==> config.mk <==
export PLATFORM = sky130hd
export DESIGN_NAME = volume_envelope_follower
export DESIGN_NICKNAME = d
export VERILOG_FILES = /design/src/design/vef_pkg.sv /design/src/design/vef_mac.sv /design/src/design/vef_seq.sv /design/src/design/volume_envelope_follower.sv
export SDC_FILE = /design/constraint.sdc
export NUM_CORES = 2
export LEC_CHECK = 0
export BUFFER_PORTS_ARGS = -buffer_cell sky130_fd_sc_hd__buf_2
export CORE_UTILIZATION = 69
export CTS_CLUSTER_SIZE = 10
export DETAILED_ROUTE_END_ITERATION = 6
export GPL_TIMING_DRIVEN = 0
export PLACE_DENSITY_LB_ADDON = 0.15
export SYNTH_ARGS = -nofsm -noshare
export SYNTH_HDL_FRONTEND = slang
export SYNTH_SLANG_ARGS = --single-unit
==> constraint.sdc <==
create_clock -name clk -period 18.9 [get_ports clk]
set_input_delay 3.78 -clock clk [delete_from_list [all_inputs] [get_ports clk]]
set_output_delay 3.78 -clock clk [all_outputs]
set_load 0.05 [all_outputs]
==> src/design/vef_pkg.sv <==
// shared types, codes and constants of the volume envelope follower
`timescale 1ns / 1ps
package vef_pkg;

  // input transaction
  typedef struct packed {
    logic signed [31:0] time_stamp;
    logic        [15:0] mixed_volume;
    logic signed [31:0] x_in;
    logic signed [31:0] y_in;
    logic signed [31:0] z_in;
  } vef_in_t;

  // result transaction
  typedef struct packed {
    logic signed [31:0] x_out;
    logic signed [31:0] y_out;
    logic signed [31:0] z_out;
    logic        [15:0] level;
  } vef_out_t;

  // configuration register indexes
  localparam logic [1:0] REG_SCALE_LOW  = 2'd0;
  localparam logic [1:0] REG_SCALE_HIGH = 2'd1;
  localparam logic [1:0] REG_APPLY_MASK = 2'd2;

  localparam logic signed [31:0] SCALE_LOW_RST  = 32'sd0;
  localparam logic signed [31:0] SCALE_HIGH_RST = 32'sd65536;
  localparam logic        [2:0]  APPLY_MASK_RST = 3'd0;
  localparam logic signed [31:0] LAST_TIME_RST  = -32'sd65536;

  localparam logic [15:0] ONE_Q15   = 16'd32768;
  localparam logic [16:0] ONE_Q16   = 17'd65536;
  localparam logic [49:0] ROUND_Q15 = 50'd16384;

  localparam int MAC_A_W   = 18;
  localparam int MAC_B_W   = 33;
  localparam int MAC_ACC_W = 50;

  // sequencer states
  typedef enum logic [2:0] {
    ST_IDLE,
    ST_WEIGHT,
    ST_BLEND_A,
    ST_BLEND_B,
    ST_LEVEL,
    ST_MAP,
    ST_SUM,
    ST_DONE
  } vef_state_t;

  // operand select of the shared multiply-accumulate unit
  typedef enum logic [1:0] {
    MSEL_VOL_W,
    MSEL_LVL_INV_W,
    MSEL_MAP
  } vef_msel_t;

  // sequencer to datapath
  typedef struct packed {
    logic      ready;
    logic      ld_weight;
    logic      ld_keep;
    logic      mac_en;
    logic      mac_accum;
    vef_msel_t mac_sel;
    logic      ld_level;
    logic      ld_mapped;
    logic      ld_out;
  } vef_ctrl_t;

  // datapath to sequencer
  typedef struct packed {
    logic in_valid;
    logic same_time;
    logic out_free;
  } vef_stat_t;

endpackage

==> src/design/vef_mac.sv <==
// shared multiply-accumulate unit with registered accumulator
`timescale 1ns / 1ps
module vef_mac (
  input  logic                                  clk,
  input  logic                                  en,
  input  logic                                  accum,
  input  logic signed [vef_pkg::MAC_A_W-1:0]    op_a,
  input  logic signed [vef_pkg::MAC_B_W-1:0]    op_b,
  input  logic signed [vef_pkg::MAC_ACC_W-1:0]  op_c,
  output logic signed [vef_pkg::MAC_ACC_W-1:0]  acc
);
  import vef_pkg::*;

  logic signed [MAC_A_W+MAC_B_W-1:0] prod;
  logic signed [MAC_ACC_W-1:0]       base;
  logic signed [MAC_ACC_W-1:0]       acc_r;
  logic signed [MAC_ACC_W-1:0]       acc_nxt;

  always_comb begin
    prod    = op_a * op_b;
    base    = accum ? acc_r : '0;
    acc_nxt = base + prod[MAC_ACC_W-1:0] + op_c;
  end

  always_ff @(posedge clk) begin
    if (en) begin
      acc_r <= acc_nxt;
    end
  end

  assign acc = acc_r;

endmodule

==> src/design/vef_seq.sv <==
// sequencer that steps one transaction through the shared unit
`timescale 1ns / 1ps
module vef_seq (
  input  logic               clk,
  input  logic               rst_n,
  input  vef_pkg::vef_stat_t stat,
  output vef_pkg::vef_ctrl_t ctrl
);
  import vef_pkg::*;

  vef_state_t state_r;
  vef_state_t state_nxt;

  always_ff @(posedge clk) begin
    if (!rst_n) begin
      state_r <= ST_IDLE;
    end else begin
      state_r <= state_nxt;
    end
  end

  always_comb begin
    state_nxt = state_r;
    ctrl      = '0;
    ctrl.mac_sel = MSEL_VOL_W;
    case (state_r)
      ST_IDLE: begin
        ctrl.ready = 1'b1;
        if (stat.in_valid) begin
          state_nxt = ST_WEIGHT;
        end
      end
      ST_WEIGHT: begin
        if (stat.same_time) begin
          ctrl.ld_keep = 1'b1;
          state_nxt    = ST_MAP;
        end else begin
          ctrl.ld_weight = 1'b1;
          state_nxt      = ST_BLEND_A;
        end
      end
      ST_BLEND_A: begin
        ctrl.mac_en  = 1'b1;
        ctrl.mac_sel = MSEL_VOL_W;
        state_nxt    = ST_BLEND_B;
      end
      ST_BLEND_B: begin
        ctrl.mac_en    = 1'b1;
        ctrl.mac_accum = 1'b1;
        ctrl.mac_sel   = MSEL_LVL_INV_W;
        state_nxt      = ST_LEVEL;
      end
      ST_LEVEL: begin
        ctrl.ld_level = 1'b1;
        state_nxt     = ST_MAP;
      end
      ST_MAP: begin
        ctrl.mac_en  = 1'b1;
        ctrl.mac_sel = MSEL_MAP;
        state_nxt    = ST_SUM;
      end
      ST_SUM: begin
        ctrl.ld_mapped = 1'b1;
        state_nxt      = ST_DONE;
      end
      ST_DONE: begin
        if (stat.out_free) begin
          ctrl.ld_out = 1'b1;
          state_nxt   = ST_IDLE;
        end
      end
      default: begin
        state_nxt = ST_IDLE;
      end
    endcase
  end

endmodule

==> src/design/volume_envelope_follower.sv <==
// top level of the attack/release volume envelope follower
// One transaction is taken whenever the block is idle and is worked through a single
// multiply-accumulate unit under a small sequencer. A transaction whose time stamp
// equals the stored one goes from acceptance to the result register through accept,
// compare, map multiply, map add and output load; a new time stamp also needs the two
// blend products, run in turn on the shared unit before the mapping product, with a
// level update step in between. The block is not ready until the result is loaded.
// The result waits in an output register, so a stalled result holds back only the
// final step of the next transaction. Configuration writes are always taken
// (cfg_ready is tied high); a write to an index past the register list is dropped.
// Writes are meant for an idle block.
`timescale 1ns / 1ps
module volume_envelope_follower (
  input  logic             clk,
  input  logic             rst_n,
  // input channel
  input  logic             in_valid,
  output logic             in_stall,
  input  vef_pkg::vef_in_t in_data,
  // result channel
  output logic              out_valid,
  input  logic              out_stall,
  output vef_pkg::vef_out_t out_data,
  // configuration write channel
  input  logic              cfg_valid,
  output logic              cfg_ready,
  input  logic [1:0]        cfg_index,
  input  logic [31:0]       cfg_wdata
);
  import vef_pkg::*;

  // configuration registers
  logic signed [31:0] scale_low_r;
  logic signed [31:0] scale_high_r;
  logic        [2:0]  apply_mask_r;

  // follower state
  logic signed [31:0] last_time_r;
  logic        [15:0] last_level_r;

  // transaction registers
  logic signed [31:0] time_r;
  logic        [15:0] vol_r;
  logic signed [31:0] x_r;
  logic signed [31:0] y_r;
  logic signed [31:0] z_r;
  logic        [15:0] weight_r;
  logic        [15:0] level_r;
  logic signed [31:0] mapped_r;

  // output register
  logic     out_valid_r;
  vef_out_t out_data_r;

  vef_ctrl_t ctrl;
  vef_stat_t stat;

  logic in_take;
  logic cfg_take;

  // weight path
  logic signed [32:0] tdiff;
  logic        [32:0] tdist;
  logic        [16:0] tdist_lo;
  logic        [20:0] wprod;
  logic        [16:0] w16;
  logic               attack;
  logic        [15:0] vol_clamp;

  // shared unit operands
  logic signed [MAC_A_W-1:0]   mac_a;
  logic signed [MAC_B_W-1:0]   mac_b;
  logic signed [MAC_ACC_W-1:0] mac_c;
  logic signed [MAC_ACC_W-1:0] mac_acc;

  logic [16:0] blend_lvl;
  logic [15:0] blend_lvl_sat;

  logic signed [32:0] x_sum;
  logic signed [32:0] y_sum;
  logic signed [32:0] z_sum;
  vef_out_t           res;

  // saturate a 33-bit sum into the signed 32-bit range
  function automatic logic signed [31:0] sat33(input logic signed [32:0] s);
    logic signed [31:0] r;
    if (s[32] != s[31]) begin
      r = s[32] ? 32'sh8000_0000 : 32'sh7fff_ffff;
    end else begin
      r = s[31:0];
    end
    return r;
  endfunction

  assign in_take  = in_valid && ctrl.ready;
  assign in_stall = !ctrl.ready;
  assign cfg_ready = 1'b1;
  assign cfg_take  = cfg_valid && cfg_ready;

  assign stat.in_valid  = in_valid;
  assign stat.same_time = (time_r == last_time_r);
  assign stat.out_free  = !out_valid_r || !out_stall;

  vef_seq u_seq (
    .clk   (clk),
    .rst_n (rst_n),
    .stat  (stat),
    .ctrl  (ctrl)
  );

  // volumes above 1.0 saturate to 1.0
  assign vol_clamp = (in_data.mixed_volume > ONE_Q15) ? ONE_Q15 : in_data.mixed_volume;

  // blend weight: |dt| times 12 on attack, times 8 on release, clamped to 1.0
  always_comb begin
    tdiff    = {time_r[31], time_r} - {last_time_r[31], last_time_r};
    tdist    = tdiff[32] ? 33'(-tdiff) : 33'(tdiff);
    tdist_lo = tdist[16:0];
    attack   = vol_r > last_level_r;
    wprod    = attack ? ({tdist_lo, 3'b000} + {1'b0, tdist_lo, 2'b00}) + 21'd0
                      : {1'b0, tdist_lo, 3'b000};
    if (tdist[32:17] != '0 || wprod > {4'd0, ONE_Q16}) begin
      w16 = ONE_Q16;
    end else begin
      w16 = wprod[16:0];
    end
  end

  // operand select for the shared multiply-accumulate unit
  always_comb begin
    case (ctrl.mac_sel)
      MSEL_VOL_W: begin
        mac_a = {2'b00, vol_r};
        mac_b = {17'd0, weight_r};
        mac_c = ROUND_Q15;
      end
      MSEL_LVL_INV_W: begin
        mac_a = {2'b00, last_level_r};
        mac_b = {17'd0, ONE_Q15 - weight_r};
        mac_c = '0;
      end
      MSEL_MAP: begin
        mac_a = {2'b00, level_r};
        mac_b = {scale_high_r[31], scale_high_r} - {scale_low_r[31], scale_low_r};
        mac_c = '0;
      end
      default: begin
        mac_a = '0;
        mac_b = '0;
        mac_c = '0;
      end
    endcase
  end

  vef_mac u_mac (
    .clk   (clk),
    .en    (ctrl.mac_en),
    .accum (ctrl.mac_accum),
    .op_a  (mac_a),
    .op_b  (mac_b),
    .op_c  (mac_c),
    .acc   (mac_acc)
  );

  // blended level, rounded half up, kept at or below 1.0
  assign blend_lvl     = mac_acc[31:15];
  assign blend_lvl_sat = (blend_lvl > {1'b0, ONE_Q15}) ? ONE_Q15 : blend_lvl[15:0];

  // saturating adds into the selected outputs
  always_comb begin
    x_sum = {x_r[31], x_r} + {mapped_r[31], mapped_r};
    y_sum = {y_r[31], y_r} + {mapped_r[31], mapped_r};
    z_sum = {z_r[31], z_r} + {mapped_r[31], mapped_r};
    res.x_out = apply_mask_r[0] ? sat33(x_sum) : x_r;
    res.y_out = apply_mask_r[1] ? sat33(y_sum) : y_r;
    res.z_out = apply_mask_r[2] ? sat33(z_sum) : z_r;
    res.level = level_r;
  end

  // configuration registers
  always_ff @(posedge clk) begin
    if (!rst_n) begin
      scale_low_r  <= SCALE_LOW_RST;
      scale_high_r <= SCALE_HIGH_RST;
      apply_mask_r <= APPLY_MASK_RST;
    end else if (cfg_take) begin
      case (cfg_index)
        REG_SCALE_LOW:  scale_low_r  <= cfg_wdata;
        REG_SCALE_HIGH: scale_high_r <= cfg_wdata;
        REG_APPLY_MASK: apply_mask_r <= cfg_wdata[2:0];
        default: begin
        end
      endcase
    end
  end

  // follower state, updated only on a new time stamp
  always_ff @(posedge clk) begin
    if (!rst_n) begin
      last_time_r  <= LAST_TIME_RST;
      last_level_r <= '0;
    end else if (ctrl.ld_level) begin
      last_time_r  <= time_r;
      last_level_r <= blend_lvl_sat;
    end
  end

  // transaction payload registers
  always_ff @(posedge clk) begin
    if (in_take) begin
      time_r <= in_data.time_stamp;
      vol_r  <= vol_clamp;
      x_r    <= in_data.x_in;
      y_r    <= in_data.y_in;
      z_r    <= in_data.z_in;
    end
    if (ctrl.ld_weight) begin
      weight_r <= w16[16:1];
    end
    if (ctrl.ld_keep) begin
      level_r <= last_level_r;
    end else if (ctrl.ld_level) begin
      level_r <= blend_lvl_sat;
    end
    // floor of level times span over 1.0, plus the low bound
    if (ctrl.ld_mapped) begin
      mapped_r <= scale_low_r + mac_acc[46:15];
    end
  end

  // result register
  always_ff @(posedge clk) begin
    if (!rst_n) begin
      out_valid_r <= 1'b0;
    end else if (ctrl.ld_out) begin
      out_valid_r <= 1'b1;
    end else if (!out_stall) begin
      out_valid_r <= 1'b0;
    end
  end

  always_ff @(posedge clk) begin
    if (ctrl.ld_out) begin
      out_data_r <= res;
    end
  end

  assign out_valid = out_valid_r;
  assign out_data  = out_data_r;

  // the block goes busy right after taking a transaction
  a_busy_after_take: assert property (@(posedge clk) disable iff (!rst_n)
    in_valid && !in_stall |=> in_stall)
    else $error("input taken while a transaction is in flight");

  // the stored level never exceeds 1.0
  a_level_range: assert property (@(posedge clk) disable iff (!rst_n)
    last_level_r <= ONE_Q15)
    else $error("stored level above 1.0");

  // a result is only loaded while the block is not taking input
  a_load_exclusive: assert property (@(posedge clk) disable iff (!rst_n)
    ctrl.ld_out |-> in_stall)
    else $error("result loaded while taking input");

endmodule

* Yosys cells after proc, flatten, opt, wreduce, memory -nomap -nowiden *
Index checks and enable logic that the tools add are counted.

cells by class
  $add $sub $neg = 11
  multipliers = 1
  divide/modulo/power cells = 0
  order comparisons = 4
  equal/unequal tests = 18
  shifts and indexed selects = 0
  muxes and demuxes = 35
  bitwise logic cells = 0
  reduce and logical (&&, ||, !) cells = 16

operator list
  kind                                                                     count
  32-bit 2-to-1 mux                                                        9
  32-bit by 32-bit adder with 33-bit output                                3
  33-bit case mux with 3 select lines                                      1
  32-bit by 32-bit subtractor with 33-bit output                           2
  50-bit by 15-bit adder with 50-bit output                                1
  50-bit adder                                                             1
  17-bit by 33-bit multiplier with 50-bit output                           1
  50-bit 2-to-1 mux                                                        1
  16-bit 2-to-1 mux                                                        3
  16-bit case mux with 3 select lines                                      1
  33-bit 2-to-1 mux                                                        1
  33-bit negation                                                          1
  32-bit adder                                                             1
  32-bit == test                                                           1
  3-bit case mux with 8 select lines                                       1
  20-bit by 19-bit adder with 21-bit output                                1
  21-bit by 17-bit > comparator with 1-bit output (second input constant)  1
  21-bit 2-to-1 mux                                                        1
  17-bit by 16-bit > comparator with 1-bit output (second input constant)  1
  16-bit > comparator                                                      1
  16-bit > comparator (second input constant)                              1
  16-bit nonzero test                                                      1
  16-bit subtractor (first input constant)                                 1
  15-bit 2-to-1 mux                                                        1
  other kinds (20)                                                         48

storage, ports and cells
  bits in registers = 489
  latch bits = 0
  bits in writable memories = 0
  bits in read-only memories = 0
  input bits = 183
  output and inout bits = 115
  word-level logic and storage cells = 105
  memories = 0

* Depth between registers and ports, before layout *
  depth in word-level cells = 7
  gate-level depth with buffers = 41
  mapped depth without buffers = 40

* Cells and area by module *
A second synthesis with hierarchy kept.

unflattened totals
  cell total of the unflattened synthesis = 5808
  area, all modules = 54728.7 um^2

modules (own cells, without submodules)
  module                    times used  cells each  area each (um^2)  sequential area each (um^2)
  volume_envelope_follower  1           3124        29414.5           11901.4
  vef_mac                   1           2652        25059.0           1501.4
  vef_seq                   1           32          255.2             60.1

* Worst setup path before layout *
No wires, ideal clock.

  kind = input to register
  start = input in_valid
  end = register time_r[0], enable pin
  library setup time = 650 ps
  arrival = 9745 ps
  required time = 18250 ps
  slack = 8505 ps
  stages = 2
  buffers on the path = 0
  cell sequence = inv_1 nor2_1

on the way
  word-level cells in the longest chain between the ends = 1

ends and longest elaborated chain
  what                    RTL line                         text
  start: declaration      volume_envelope_follower.sv:17   input logic in_valid,
  1-bit logical AND       volume_envelope_follower.sv:95   assign in_take = in_valid && ctrl.ready;
  via in_take             volume_envelope_follower.sv:58   logic in_take;
  end signal: assignment  volume_envelope_follower.sv:211  time_r <= in_data.time_stamp;
  end: declaration        volume_envelope_follower.sv:42   logic signed [31:0] time_r;

The timed path passes the listed nets, and every way through them passes these cells.
A chain may end at the register's enable or synchronous reset.

* Worst setup path after layout *
  start = register u_seq.state_r[1]
  end = register u_mac.acc_r[46], in the netlist u_mac.acc[46], data pin

on the way
  word-level cells in the longest chain between the ends = 7
  elaborated cells on any way between the ends = 14
  classes of those cells = add/sub: 2; mul: 1; eq/ne: 4; mux: 6; reduce/logical: 1

ends and longest elaborated chain
  what                                                                                        RTL line                         text
  start: declaration                                                                          vef_seq.sv:11                    vef_state_t state_r;
  start signal: assignment                                                                    vef_seq.sv:18                    state_r <= state_nxt;
  3-bit == test or 3-bit by 2-bit == test with 1-bit output (tied branches)                   vef_seq.sv:26                    case (state_r)
  2-bit case mux with 2 select lines                                                          vef_seq.sv:26
  2-bit == test, or another cell as far along                                                 volume_envelope_follower.sv:131  case (ctrl.mac_sel)
  16-bit case mux with 3 select lines or 33-bit case mux with 3 select lines (tied branches)  volume_envelope_follower.sv:131
  17-bit by 33-bit multiplier with 50-bit output                                              vef_mac.sv:20                    prod = op_a * op_b;
  50-bit adder                                                                                vef_mac.sv:22                    acc_nxt = base + prod[MAC_ACC_W-1:0] + op_c;
  50-bit by 15-bit adder with 50-bit output (*)                                               vef_mac.sv:22
  via u_mac.acc_nxt[46]                                                                       vef_mac.sv:17                    logic signed [MAC_ACC_W-1:0] acc_nxt;
  end signal: assignment                                                                      vef_mac.sv:27                    acc_r <= acc_nxt;
  end: declaration                                                                            vef_mac.sv:16                    logic signed [MAC_ACC_W-1:0] acc_r;

The timed path passes the listed nets; every way through them passes the cells marked *.

==> results.py <==
metrics = {
    "logic_synthesis": {
        "synth-seq-area-share_pct": 26.7,
        "yosys_warnings": 0,
        "synth_top_area_cell": "edfxtp_1",
        "async_flop_share_pct": 0,
        "syn_area_um2": 50100,
        "synth_area_per_cell_um2": 9.16,
        "ys.flop_type": "edfxtp_1",
        "synth_edf_count": 366,
        "synth.area.top_cells": "edfxtp_1, fa_1, ha_1",
        "synth_cell_types": 96,
        "netlist.area_leader.share_pct": 21.9,
        "synth-seq-cells": 485,
        "postSynthNetCount": 6581,
        "syn_inst": 5472,
    },
    "clock_tree": {
        "clockBufferDepth": 3,
        "h-tree-depth": 2,
        "cts_tree": "yes",
        "cts_setup_buffers": 0,
        "ctsRootBufferMaster": "clkbuf_16",
        "clk_latency_ps": 670,
        "cts_sinks": 485,
        "cts.clk_slew.worst_paths_ps": 60,
        "ctsResizeCount": 0,
        "hold_buffers": 0,
        "cts_buffers": 58,
    },
    "placement": {
        "pre_cts_ws_ps": 7240,
        "gp_congestion": 1.06,
        "place_hpwl_mm": 131,
        "portBuffers": 294,
    },
    "pwr": {
        "p_leak_nw": 24.7,
        "p_per_area_nw_per_um2": 123,
        "finalPower_mw": 6.76,
        "irDropWorstVdd_mv": 0.807,
    },
    "timing": {
        "min_period_over_period_pct": 64.2,
        "maxSlewViolCount": 14,
        "slew_headroom_pct": -4.09,
        "finalHoldViolations": 0,
        "finalSetupViolCount": 0,
        "worstMarginPinSlew_ps": 1560,
        "setup_slack_ps": 6770,
        "tns_ps": 0,
        "skew_ps": 42.2,
        "fin_crit_ps": 12130,
        "rsz0062_at_grt": "false",
        "fmax_mhz": 82.4,
    },
    "global_routing": {
        "grt_pass1_wl_mm": 245,
        "antenna_found_initial": 32,
        "grt_usage_pct": 44.4,
        "grt_pass1_vias": 42400,
        "top_usage_layer": "met2",
        "use_met3_pct": 10.3,
        "met2_usage_pct": 67.6,
        "grt_overflow_total": 0,
        "grt_max_degree": 35,
        "grtUsageMet1_pct": 58.4,
    },
    "final_layout": {
        "final_cell_mix": "inv_1, nand2_1, fa_1",
        "multi_input_area_um2": 32700,
        "fin_util_pct": 76.8,
        "seq_area_um2": 13400,
        "layout-drive-gt1-share_pct": 8.22,
        "area_growth_pct": 9.84,
        "n_fill_cell": 5137,
        "final_common_cell": "inv_1",
        "final_nets": 6958,
    },
    "setup_path": {
        "crit_fanout": 10,
        "start_kind": "flop",
        "cp_slowest_cell": "clkbuf_1",
        "path_class": "flop to flop",
        "cp_num_buf_inv": 12,
        "slowest_delay_ps": 740,
        "arrival_ps": 12550,
        "cp-end-kind": "flop",
        "worstPathRequired_ps": 19320,
        "cpMostUsedCell": "inv_1",
        "worst_path_dominant_cell_family": "adder cells",
    },
    "run_status": {
        "failed_checks": "design-rule violations, max-capacitance violations, max-slew violations",
        "outcome": "complete, but fails checks",
    },
    "floorplanning": {
        "initial_core_util_pct": 69.9,
        "placementRows": 98,
        "die_area_um2": 73700,
        "die_y_um": 272,
        "ios": 298,
        "die_w_um": 272,
        "coreArea_um2": 71700,
    },
    "routing": {
        "firstDrtPassIters": 7,
        "num_vias": 43300,
        "vias_per_cell": 6.30,
        "ant_nets": 0,
        "wire_per_inst_um": 23.7,
        "totalWireLength_mm": 163,
        "drtIter0Drc": 5184,
        "drc": 2,
    },
    "min_path": {
        "hold_path.class": "flop to flop",
    },
    "job": {
        "maxCapViolations": 3,
    },
}
worst paths after layout:
kind	depth (start not counted)	slack (ps)	to	start
worst min register to register	0	450	out_data[1]$_DFFE_PP_	level_r[1]$_DFFE_PP_
worst max register to register	37	6770	u_mac.acc[46]$_DFFE_PP_	u_seq.state_r[1]$_SDFFE_PN0P_
worst min-delay path	0	450	out_data[1]$_DFFE_PP_	level_r[1]$_DFFE_PP_
worst max-delay path	37	6770	u_mac.acc[46]$_DFFE_PP_	u_seq.state_r[1]$_SDFFE_PN0P_
state kept, by name (all words and copies together) (netlist names):
register and cells:
scale_low_r 32, y_r 32, last_level_r 16, scale_high_r 32
apply_mask_r 3, u_mac.acc 47, weight_r 15, mapped_r 32
z_r 32, x_r 32, time_r 32, last_time_r 32
vol_r 16, u_seq.state_r 3, level_r 16, out_data 112
out_valid 1
per-stage QoR:
step / hold slack [ps] / area [µm²] / cells
final: 447 / 55100 / 6876
after global routing: 470 / 55000 / 6863
after CTS: 446 / 55000 / 6847
after detailed placement: 432 / 53100 / 6738
after global placement: 450 / 52800 / 6716
after floorplan: 417 / 50100 / 5472
synth_stat cells (all sizes together) (8+ instances only):
master and number:
and4 11, nand3 67, buf 18, or3 32, xnor2 164, o31ai 12
nand2b 60, a21o 112, o22ai 36, a21oi 269, nor4 25, ha 383
o21ai 193, edfxtp 366, nand4 26, a221o 14, nor2b 54, mux2i 16
nand3b 10, mux2 24, a221oi 22, o21a 47, maj3 10, fa 543
and3 43, and2 83, a211oi 47, o211ai 37, a41o 8, a31o 9
a21boi 92, nor3 62, nor2 445, o221ai 16, xor2 72, nor3b 9
clkbuf 179, or2 20, nand2 678, o21bai 30, a31oi 29, dfxtp 119
inv 890
worst reg2reg max path, delay by kind of cell (launching register included):
kind                       cells  cell delay, ps
and+or+nand+nor                7            2200
DFF                            1             300
adders and majority gates      7            3270
buffers and inverters         12            3090
xor gates and xnor gates       2             300
AOI/OAI and AO/OA              9            2730
per-layer routing:
metal	up-vias	share of wire [%]
li1	18900	-
met1	20900	37
met2	2805	43
met3	659	12
met4	16	7.0
met5	-	0.056
power breakdown:
part           switching [mW]  internal [mW]
clock                   0.478          0.621
sequential              0.151           1.39
combinational            2.53           1.58
cell families after synthesis:
logic type / Yosys count / share of synthesized area, %
mux: 40 / 0.859
buf+inv: 1087 / 8.18
flops: 485 / 26.7
other cells: 1 / 0.00748
xor+xnor: 236 / 4.15
compound gates: 1043 / 13.7
fa+ha+maj: 936 / 31.4
simple gates: 1644 / 14.9
area by class of cell:
type | instances | share of cell area (%)
Timing Repair Buffer | 317 | 3.22
Antenna cell | 28 | 0.127
Tap cell | 950 | 2.16
Clock buffer | 101 | 3.14
Clock inverter | 8 | 0.209
Sequential cell | 485 | 24.3
Multi-Input combinational cell | 3900 | 59.4
Buffer | 197 | 1.38
Inverter | 890 | 6.07
(Power assumes the default switching activity.)
